--- src/rtl/core/spiral_position_to_coordinate_assert.svh ---
// assertion macros for the spiral position to coordinate block
`ifndef SPIRAL_POSITION_TO_COORDINATE_ASSERT_SVH
`define SPIRAL_POSITION_TO_COORDINATE_ASSERT_SVH

// same-cycle implication, checked out of reset
`define SPC_ASSERT_NOW(label, ante, cons, msg) \
	label: assert property (@(posedge clk) disable iff (!arst_n) (ante) |-> (cons)) \
		else $error(msg);

// next-cycle implication, checked out of reset
`define SPC_ASSERT_NEXT(label, ante, cons, msg) \
	label: assert property (@(posedge clk) disable iff (!arst_n) (ante) |=> (cons)) \
		else $error(msg);

`endif

--- src/rtl/core/spc_pkg.sv ---
// shared types and constants for the spiral position to coordinate block
package spc_pkg;

	localparam int MAX_SIZE_DEF = 64;
	localparam int GRID_W = 7;
	localparam int POS_W = 16;
	localparam int COORD_W = 6;
	localparam logic [GRID_W-1:0] GRID_RESET = 7'd4;

	typedef enum logic [1:0] {
		ST_MORE   = 2'd0,
		ST_LAST   = 2'd1,
		ST_BEYOND = 2'd2
	} status_t;

	typedef enum logic {
		CS_IDLE,
		CS_WALK
	} ctrl_state_t;

	typedef struct packed {
		logic load;
		logic step;
		logic publish;
	} spc_cmd_t;

	typedef struct packed {
		logic done;
	} spc_stat_t;

endpackage

--- src/rtl/core/spc_ctrl.sv ---
// controller state machine: item intake, ring walk sequencing and result handoff
module spc_ctrl (
	input  logic              clk,
	input  logic              arst_n,
	input  logic              in_valid,
	output logic              in_ready,
	output logic              out_valid,
	input  logic              out_ready,
	input  spc_pkg::spc_stat_t stat,
	output spc_pkg::spc_cmd_t  cmd
);
	import spc_pkg::*;

	ctrl_state_t state_q, state_d;
	logic out_valid_q;
	logic out_free;

	assign out_free = !out_valid_q || out_ready;

	always_ff @(posedge clk or negedge arst_n) begin
		if (!arst_n) begin
			state_q <= CS_IDLE;
			out_valid_q <= 1'b0;
		end else begin
			state_q <= state_d;
			if (cmd.publish) begin
				out_valid_q <= 1'b1;
			end else if (out_ready) begin
				out_valid_q <= 1'b0;
			end
		end
	end

	always_comb begin
		state_d = state_q;
		cmd = '0;
		in_ready = 1'b0;
		unique case (state_q)
			CS_IDLE: begin
				in_ready = 1'b1;
				if (in_valid) begin
					cmd.load = 1'b1;
					state_d = CS_WALK;
				end
			end
			CS_WALK: begin
				cmd.step = 1'b1;
				if (stat.done && out_free) begin
					cmd.publish = 1'b1;
					state_d = CS_IDLE;
				end
			end
			default: state_d = CS_IDLE;
		endcase
	end

	assign out_valid = out_valid_q;

endmodule

--- src/rtl/core/spc_datapath.sv ---
// datapath: grid size register, ring walk registers and result register
module spc_datapath #(
	parameter int MAX_SIZE = spc_pkg::MAX_SIZE_DEF
) (
	input  logic                         clk,
	input  logic                         arst_n,
	input  logic                         cfg_wr_en,
	input  logic [spc_pkg::GRID_W-1:0]   cfg_wr_data,
	input  logic [spc_pkg::POS_W-1:0]    position,
	input  spc_pkg::spc_cmd_t            cmd,
	output spc_pkg::spc_stat_t           stat,
	output logic [spc_pkg::COORD_W-1:0]  row,
	output logic [spc_pkg::COORD_W-1:0]  column,
	output logic [1:0]                   status,
	output logic [spc_pkg::POS_W-1:0]    distance
);
	import spc_pkg::*;

	localparam int SW = $clog2(MAX_SIZE + 1);
	localparam int CW = (2 * SW > POS_W) ? 2 * SW : POS_W;
	localparam int XW = (SW > GRID_W) ? SW + 1 : GRID_W + 1;

	logic [GRID_W-1:0] grid_q;
	logic [XW-1:0] grid_x;
	logic [SW-1:0] side;

	logic [CW-1:0] pos_q, total_q, q_q;
	logic [SW-1:0] s_q, r_q;

	logic [CW-1:0] e, e2, e3, e4, rr;
	logic skip, done;
	logic [CW-1:0] row_c, col_c;

	logic [COORD_W-1:0] row_q, col_q;
	status_t status_q;
	logic [POS_W-1:0] dist_q;
	status_t status_c;
	logic [CW-1:0] dist_c;

	always_ff @(posedge clk or negedge arst_n) begin
		if (!arst_n) begin
			grid_q <= GRID_RESET;
		end else if (cfg_wr_en) begin
			grid_q <= cfg_wr_data;
		end
	end

	// effective side: zero reads as one, large values saturate
	assign grid_x = XW'(grid_q);
	always_comb begin
		priority if (grid_q == '0) begin
			side = SW'(1);
		end else if (grid_x > XW'(MAX_SIZE)) begin
			side = SW'(MAX_SIZE);
		end else begin
			side = SW'(grid_x);
		end
	end

	assign e  = CW'(s_q) - CW'(1);
	assign e2 = e << 1;
	assign e3 = e2 + e;
	assign e4 = e << 2;
	assign rr = CW'(r_q);
	assign skip = (pos_q == '0) || (pos_q > total_q);

	always_comb begin
		done = 1'b1;
		row_c = '0;
		col_c = '0;
		priority if (skip || s_q == '0) begin
			row_c = '0;
		end else if (s_q == SW'(1)) begin
			row_c = rr;
			col_c = rr;
		end else if (q_q < e) begin
			row_c = rr;
			col_c = rr + q_q;
		end else if (q_q < e2) begin
			row_c = rr + q_q - e;
			col_c = rr + e;
		end else if (q_q < e3) begin
			row_c = rr + e;
			col_c = rr + e3 - q_q;
		end else if (q_q < e4) begin
			row_c = rr + e4 - q_q;
			col_c = rr;
		end else begin
			done = 1'b0;
		end
	end

	assign stat.done = done;

	always_comb begin
		priority if (pos_q > total_q) begin
			status_c = ST_BEYOND;
			dist_c = pos_q - total_q;
		end else if (pos_q == total_q) begin
			status_c = ST_LAST;
			dist_c = '0;
		end else begin
			status_c = ST_MORE;
			dist_c = total_q - pos_q;
		end
	end

	always_ff @(posedge clk) begin
		if (cmd.load) begin
			pos_q <= CW'(position);
			q_q <= CW'(position) - CW'(1);
			total_q <= CW'(side) * CW'(side);
			s_q <= side;
			r_q <= '0;
		end else if (cmd.step && !done) begin
			q_q <= q_q - e4;
			s_q <= s_q - SW'(2);
			r_q <= r_q + SW'(1);
		end
		if (cmd.publish) begin
			row_q <= row_c[COORD_W-1:0];
			col_q <= col_c[COORD_W-1:0];
			status_q <= status_c;
			dist_q <= dist_c[POS_W-1:0];
		end
	end

	assign row = row_q;
	assign column = col_q;
	assign status = status_q;
	assign distance = dist_q;

endmodule

--- src/rtl/core/spiral_position_to_coordinate.sv ---
// top level: spiral position to row and column lookup
//
// channel   direction  handshake              payload
// cfg       in         cfg_wr_en              cfg_wr_data (grid_size)
// in        in         in_valid / in_ready    position
// out       out        out_valid / out_ready  row, column, status, distance
//
// the result loads once the walk has skipped k rings to reach the ring that holds the position
// and the output is free (k at most 31 for a 64 wide grid); one ring per cycle
// in_ready is high only while idle; the next item is taken the cycle after the result loads
// the result register holds while out_ready is low; a finished walk waits for it to free
// reset clears the control state and sets the grid side to 4
module spiral_position_to_coordinate #(
	parameter int MAX_SIZE = spc_pkg::MAX_SIZE_DEF
) (
	input  logic                         clk,
	input  logic                         arst_n,
	input  logic                         cfg_wr_en,
	input  logic [spc_pkg::GRID_W-1:0]   cfg_wr_data,
	input  logic                         in_valid,
	output logic                         in_ready,
	input  logic [spc_pkg::POS_W-1:0]    position,
	output logic                         out_valid,
	input  logic                         out_ready,
	output logic [spc_pkg::COORD_W-1:0]  row,
	output logic [spc_pkg::COORD_W-1:0]  column,
	output logic [1:0]                   status,
	output logic [spc_pkg::POS_W-1:0]    distance
);
	import spc_pkg::*;

	spc_cmd_t cmd;
	spc_stat_t stat;

	spc_ctrl u_ctrl (
		.clk       (clk),
		.arst_n    (arst_n),
		.in_valid  (in_valid),
		.in_ready  (in_ready),
		.out_valid (out_valid),
		.out_ready (out_ready),
		.stat      (stat),
		.cmd       (cmd)
	);

	spc_datapath #(
		.MAX_SIZE (MAX_SIZE)
	) u_datapath (
		.clk         (clk),
		.arst_n      (arst_n),
		.cfg_wr_en   (cfg_wr_en),
		.cfg_wr_data (cfg_wr_data),
		.position    (position),
		.cmd         (cmd),
		.stat        (stat),
		.row         (row),
		.column      (column),
		.status      (status),
		.distance    (distance)
	);

`include "spiral_position_to_coordinate_assert.svh"

	`SPC_ASSERT_NEXT(a_busy_after_accept, in_valid && in_ready, !in_ready, "item taken while walking")
	`SPC_ASSERT_NOW(a_result_from_walk, $rose(out_valid), !$past(in_ready), "result without a walk")
	`SPC_ASSERT_NOW(a_last_zero_dist, out_valid && status == ST_LAST, distance == '0, "last cell with nonzero distance")
	`SPC_ASSERT_NOW(a_beyond_origin, out_valid && status == ST_BEYOND, row == '0 && column == '0, "beyond grid with nonzero coordinate")

endmodule

--- config.mk ---
export PLATFORM = sky130hd
export DESIGN_NAME = spiral_position_to_coordinate
export DESIGN_NICKNAME = d
export VERILOG_FILES = /design/src/rtl/core/spc_pkg.sv /design/src/rtl/core/spc_ctrl.sv /design/src/rtl/core/spc_datapath.sv /design/src/rtl/core/spiral_position_to_coordinate.sv
export VERILOG_INCLUDE_DIRS = /design/src /design/src/rtl/core
export SDC_FILE = /design/constraint.sdc
export NUM_CORES = 1
export LEC_CHECK = 0
export BUFFER_PORTS_ARGS = -buffer_cell sky130_fd_sc_hd__buf_2
export CORE_MARGIN = 8
export CORE_UTILIZATION = 46
export CTS_BUF_LIST = sky130_fd_sc_hd__clkbuf_8
export DETAILED_ROUTE_END_ITERATION = 16
export PLACE_DENSITY_LB_ADDON = 0.25
export SYNTH_ARGS = -nofsm -noshare
export SYNTH_HDL_FRONTEND = slang
export SYNTH_SLANG_ARGS = --single-unit
--- constraint.sdc ---
create_clock -name clk -period 6.6 [get_ports clk]
set_input_delay 0.66 -clock clk [delete_from_list [all_inputs] [get_ports clk]]
set_output_delay 0.66 -clock clk [all_outputs]
set_load 0.05 [all_outputs]
; Yosys cells after proc, flatten, opt, wreduce, memory -nomap -nowiden
; Cells that the tools add are included.
[word_totals]
elab_cells = 83
output_inout_bits = 32
input_bits = 28
regBits = 99
[op_classes]
n_addsub = 15
magnitude_cmp = 6
n_bitwise = 1
mux = 34
multipliers = 1
eq_ne = 2
n_reduce_logical = 12
[op_table]
columns = operator, n
row1 = less-than comparator 16 bit, 4
row2 = 2-to-1 mux 16 bit, 4
row3 = 2-to-1 mux 6 bit, 10
row4 = 2-to-1 mux 7 bit, 4
row5 = adder 6 bit, 4
row6 = subtractor 6 bit, 3
row7 = equality test 16 x 14 -> 1 bit, 1
row8 = greater-than comparator 16 x 14 -> 1 bit, 1
row9 = zero test 16 bit, 1
row10 = subtractor 14 x 16 -> 16 bit, 1
row11 = "subtractor 16 x 1 -> 16 bit, second input constant", 1
row12 = subtractor 16 x 14 -> 16 bit, 1
row13 = subtractor 16 bit, 1
row14 = zero test 7 bit, 2
row15 = multiplier 7 x 7 -> 14 bit, 1
row16 = 2-to-1 mux 1 bit, 14
row17 = adder 9 x 8 -> 10 bit, 1
row18 = "subtractor 7 x 1 -> 8 bit, second input constant", 1
row19 = "adder 7 x 1 -> 7 bit, second input constant", 1
row20 = "equality test 7 x 1 -> 1 bit, second input constant", 1
row21 = "greater-than comparator 7 bit, second input constant", 1
row22 = "subtractor 7 x 2 -> 7 bit, second input constant", 1
row23 = nonzero test 2 bit, 2
row24 = logical OR 1 bit, 3
row25 = 5 further kinds, 7

; Logic depth before layout (Yosys ltp)
[logic_depth]
ltp_word = 14
mapped_depth = 22
depth_no_buf = 20

; By module
; From an unflattened synthesis, not the netlist that was laid out.
[unflattened]
hier_cells = 1032
area_unflattened_um2 = 9570.4
[by_module_without_submodules]
columns = mod, instances, cells_per_inst, seq_area_each_um2, area_per_inst_um2
row1 = spc_datapath, 1, 1021, 2758.9, 9462.8
row2 = spc_ctrl, 1, 11, 50.0, 107.6

; Least setup slack after synthesis
; Ideal clock, no wire load.
[synth_path]
path_kind = reg-to-reg
from = register u_datapath.s_q[0]
to = register u_datapath.col_q[0] (netlist: u_datapath.column[0]), enable pin
setup_ns = 0.429
arrival_time_ns = 6.164
path_stages_with_launch = 21
required_time_ns = 6.171
synth_period_minus_slack_ns = 6.593
n_path_buf = 2
path_slack_ns = 0.007
cell_sequence = edfxtp_1 inv_1 ha_1 or3b_4 nor3_4 xnor2_2 clkbuf_1 inv_1 ha_1 a221oi_1 o21ai_0 xnor2_1 ha_1 and3_1 a221oi_1 a21oi_1 o21ai_1 nand2_1 and3_1 buf_2 a21oi_1
[synth_lines]
columns = element, line_no
row1 = "start, declared", spc_datapath.sv:28  ; logic [SW-1:0] s_q, r_q;
row2 = "start signal, assigned", spc_datapath.sv:113  ; s_q <= side;
row3 = "start signal, assigned", spc_datapath.sv:117  ; s_q <= s_q - SW'(2);
row4 = "end signal, assigned", spc_datapath.sv:122  ; col_q <= col_c[COORD_W-1:0];
row5 = "end, declared", spc_datapath.sv:34  ; logic [COORD_W-1:0] row_q, col_q;

==> impl_metrics.toml <==
[yosys]
ys_ff_latch = 97
yosysWarnings = 0
synth_seq_area_share = 0.2954
synth_ff_type = "edfxtp_1"
synth_cells = 1031
synth.distinct_cells = 81
syn_avg_cell_area_um2 = 9.224
synthArstFlopShare = 0.09278
netlist_area_mm2 = 0.009510
synth_edf_count = 82

[route]
via_per_inst = 5.542
post_drt_wl_per_cell_um = 16.98
drt_iter0_drc = 688
drt_pass1_iterations = 5
ant_nets = 0
post-route-drc-count = 0
drt_wl_total_um = 23070
vias = 7532

[worst_setup_path]
cp.required_ns = 6.64
criticalPathCategory = "reg2reg"
cp.arrival_ns = 5.95
critPathLaunchType = "flop"
endpoint_kind = "flop"
crit_fanout = 31

[timing]
fin_crit_sh = 0.8947
fin_setup_tns_ns = 0
slew_violations = 0
worst_pin_slew_ns = 1.067
worst_slack_ns = 0.6951
setup-violations-final = 0
fin_skew_ns = 0.01422
rsz0062_at_grt = "no"
max_freq_mhz = 169.4
slew_headroom = 0.2873
hold_violations = 0
min_period_ns = 5.905

[clock_tree]
cts_tree = "yes"
cts_sinks = 97
cts_max_level = 3
cts.repair.resized = 0
numCtsBuffers = 9
postCtsHoldBufs = 0
clock_path_buffers = 2
cts.clk_slew.worst_paths_ns = 0.10
clk_latency_ns = 0.38
root_buffer = "clkbuf_8"
postCtsSetupBuffers = 0

[pwr]
p_sw_frac = 0.5110
power_density_mw_per_mm2 = 548.4
p_int_w = 0.002748
p_leak_nw = 4.620
clkPwrFrac = 0.061
combinationalPowerShare = 0.728
switchingPower_w = 0.002872
power.total_w = 0.005620
vdd_drop_max_mv = 0.2406
p_seq_frac = 0.212

[worst_hold_path]
hold_class = "in2async"

[place]
dp_slack_ns = 0.7749
numPortBuffers = 59
globalplace.congestion = 0.9410
dp_hpwl_um = 18610
place_area_mm2 = 0.01008

[outcome]
status = "finished, final reports clean"

[global_routing]
grt_pass1_vias = 7313
antenna_found_initial = 0
track_usage = 0.1820
grt_max_degree = 62
grt_overflow = 0
grt_pass1_wl_um = 38120

[floorplanning]
io_pins = 60
fp.dieW_um = 159.8
die_y_um = 159.8
die-area_mm2 = 0.02553
rows = 52
start_util = 0.4700
core_area_mm2 = 0.02023

[job]
drv_cap = 0

[finish]
final_area_mm2 = 0.01025
final_util = 0.5065
fillers = 1942
area_delta_synth_final_pct = 7.762
final_common_cell = "inv_1"
diodes = 0
drive_above_1_share = 0.1019
mostFrequentLayoutCells = "inv_1, ha_1, edfxtp_1"
final_nets = 1258
==> synthesized netlist by cell type (6+ instances only) <==
library cell,instances,share of area
and3_1,7,0.0046
inv_1,116,0.046
nor3_1,22,0.012
nor2b_1,14,0.0092
o21ai_1,9,0.0047
maj3_1,7,0.0074
a21oi_1,76,0.040
dfxtp_1,6,0.013
o21a_1,13,0.010
o21ai_0,53,0.028
nand2_1,75,0.030
mux2_2,8,0.0095
o22ai_1,6,0.0039
o21bai_1,6,0.0047
clkbuf_1,20,0.0079
xnor2_1,51,0.047
a31oi_1,11,0.0072
nor4_1,8,0.0053
or2_2,6,0.0039
mux2i_1,14,0.015
or3_1,6,0.0039
a21o_1,31,0.024
fa_1,29,0.061
ha_1,117,0.15
nand3_1,25,0.013
edfxtp_1,82,0.26
nor2_1,64,0.025
dfrtp_1,8,0.021
and2_1,9,0.0059
xor2_1,33,0.030
nand4_1,6,0.0039
==> power by group through the flow <==
stage / Clock [W] / Combinational [W] / Sequential, W
after floorplan: 0 / 0.00288 / 0.00145
after global placement: 0 / 0.00404 / 0.00120
after detailed placement: 0 / 0.00406 / 0.00121
after CTS: 0.000350 / 0.00409 / 0.00119
after global routing: 0.000371 / 0.00452 / 0.00122
final: 0.000341 / 0.00409 / 0.00119
==> metal layers <==
metal / wire length, um / GRT usage / vias to the layer above / share of wire
met5: 0 / 0 / - / 0
met4: 378 / 0.05055 / 0 / 0.016
met3: 1462 / 0.03907 / 29 / 0.063
met2: 9906 / 0.2706 / 229 / 0.43
met1: 11330 / 0.2612 / 3532 / 0.49
li1: - / - / 3742 / -
==> state kept, by name, indices dropped and copies added, names as in the netlist <==
name,count
u_datapath.q_q,16
u_datapath.r_q,6
u_datapath.s_q,7
u_datapath.column,6
u_datapath.grid_q,7
u_datapath.status,2
u_datapath.row,6
u_datapath.distance,16
u_ctrl.out_valid,1
u_datapath.pos_q,16
u_ctrl.state_q,1
u_datapath.total_q,13
==> stage by stage <==
step                instances  hold WS [ns]
floorplan                1036        0.3644
global placement         1343        0.5236
CTS                      1359        0.1379
global route             1359        0.1384
finish                   1359        0.1502
detailed placement       1343        0.5225
==> logic make-up after synthesis <==
group                    Yosys count  share of synthesized area
other                              2                  0.0007897
XOR/XNOR                          87                    0.08315
AO/OA/AOI/OAI                    262                     0.1788
adder cells (fa/ha/maj)          153                     0.2223
buffers and inverters            148                    0.06262
AND/OR/NAND/NOR                  259                     0.1316
multiplexers                      23                    0.02539
flip-flops                        97                     0.2954
==> critical path, stage by stage, from the launching register on <==
cell and delay (ns):
edfxtp_1 0.53, inv_1 0.32, ha_1 0.30, or3b_4 0.43, nor3_4 0.15, xnor2_2 0.32
inv_1 0.21, ha_1 0.36, a221oi_1 0.28, o21ai_0 0.16, xnor2_1 0.15, ha_1 0.29
and3_1 0.20, a221oi_1 0.24, a21oi_1 0.10, o21ai_1 0.44, nand2_1 0.11, buf_4 0.20
and3_1 0.27, a21oi_4 0.14, buf_4 0.35
==> worst paths after layout <==
check,from,endpoint,slack [ns],cells past startpoint
max,u_datapath.s_q[0]$_DFFE_PP_,u_datapath.distance[10]$_DFFE_PP_,0.70,20
min,arst_n,u_datapath.grid_q[4]$_DFFE_PN0P_,0.15,1
max reg2reg,u_datapath.s_q[0]$_DFFE_PP_,u_datapath.distance[10]$_DFFE_PP_,0.70,20
min reg2reg,u_datapath.grid_q[5]$_DFFE_PN0P_,u_datapath.grid_q[5]$_DFFE_PN0P_,0.54,1
max in group asynchronous,arst_n,u_datapath.grid_q[2]$_DFFE_PN1P_,6.16,1
min in group clk,out_ready,u_ctrl.out_valid$_DFFE_PN0P_,0.48,2
==> cell type report <==
| type | count | area (um2) | share of cell area |
|---|---|---|---|
| multi-input cells | 791 | 6136 | 0.5987 |
| flip-flops and latches | 97 | 2809 | 0.2741 |
| inverters | 117 | 439.2 | 0.04285 |
| repair buffers | 68 | 362.8 | 0.03540 |
| clock buffers | 9 | 123.9 | 0.01209 |
| well taps | 270 | 337.8 | 0.03296 |
| clock inverters | 7 | 40.04 | 0.003907 |
(Power assumes the default switching activity.)
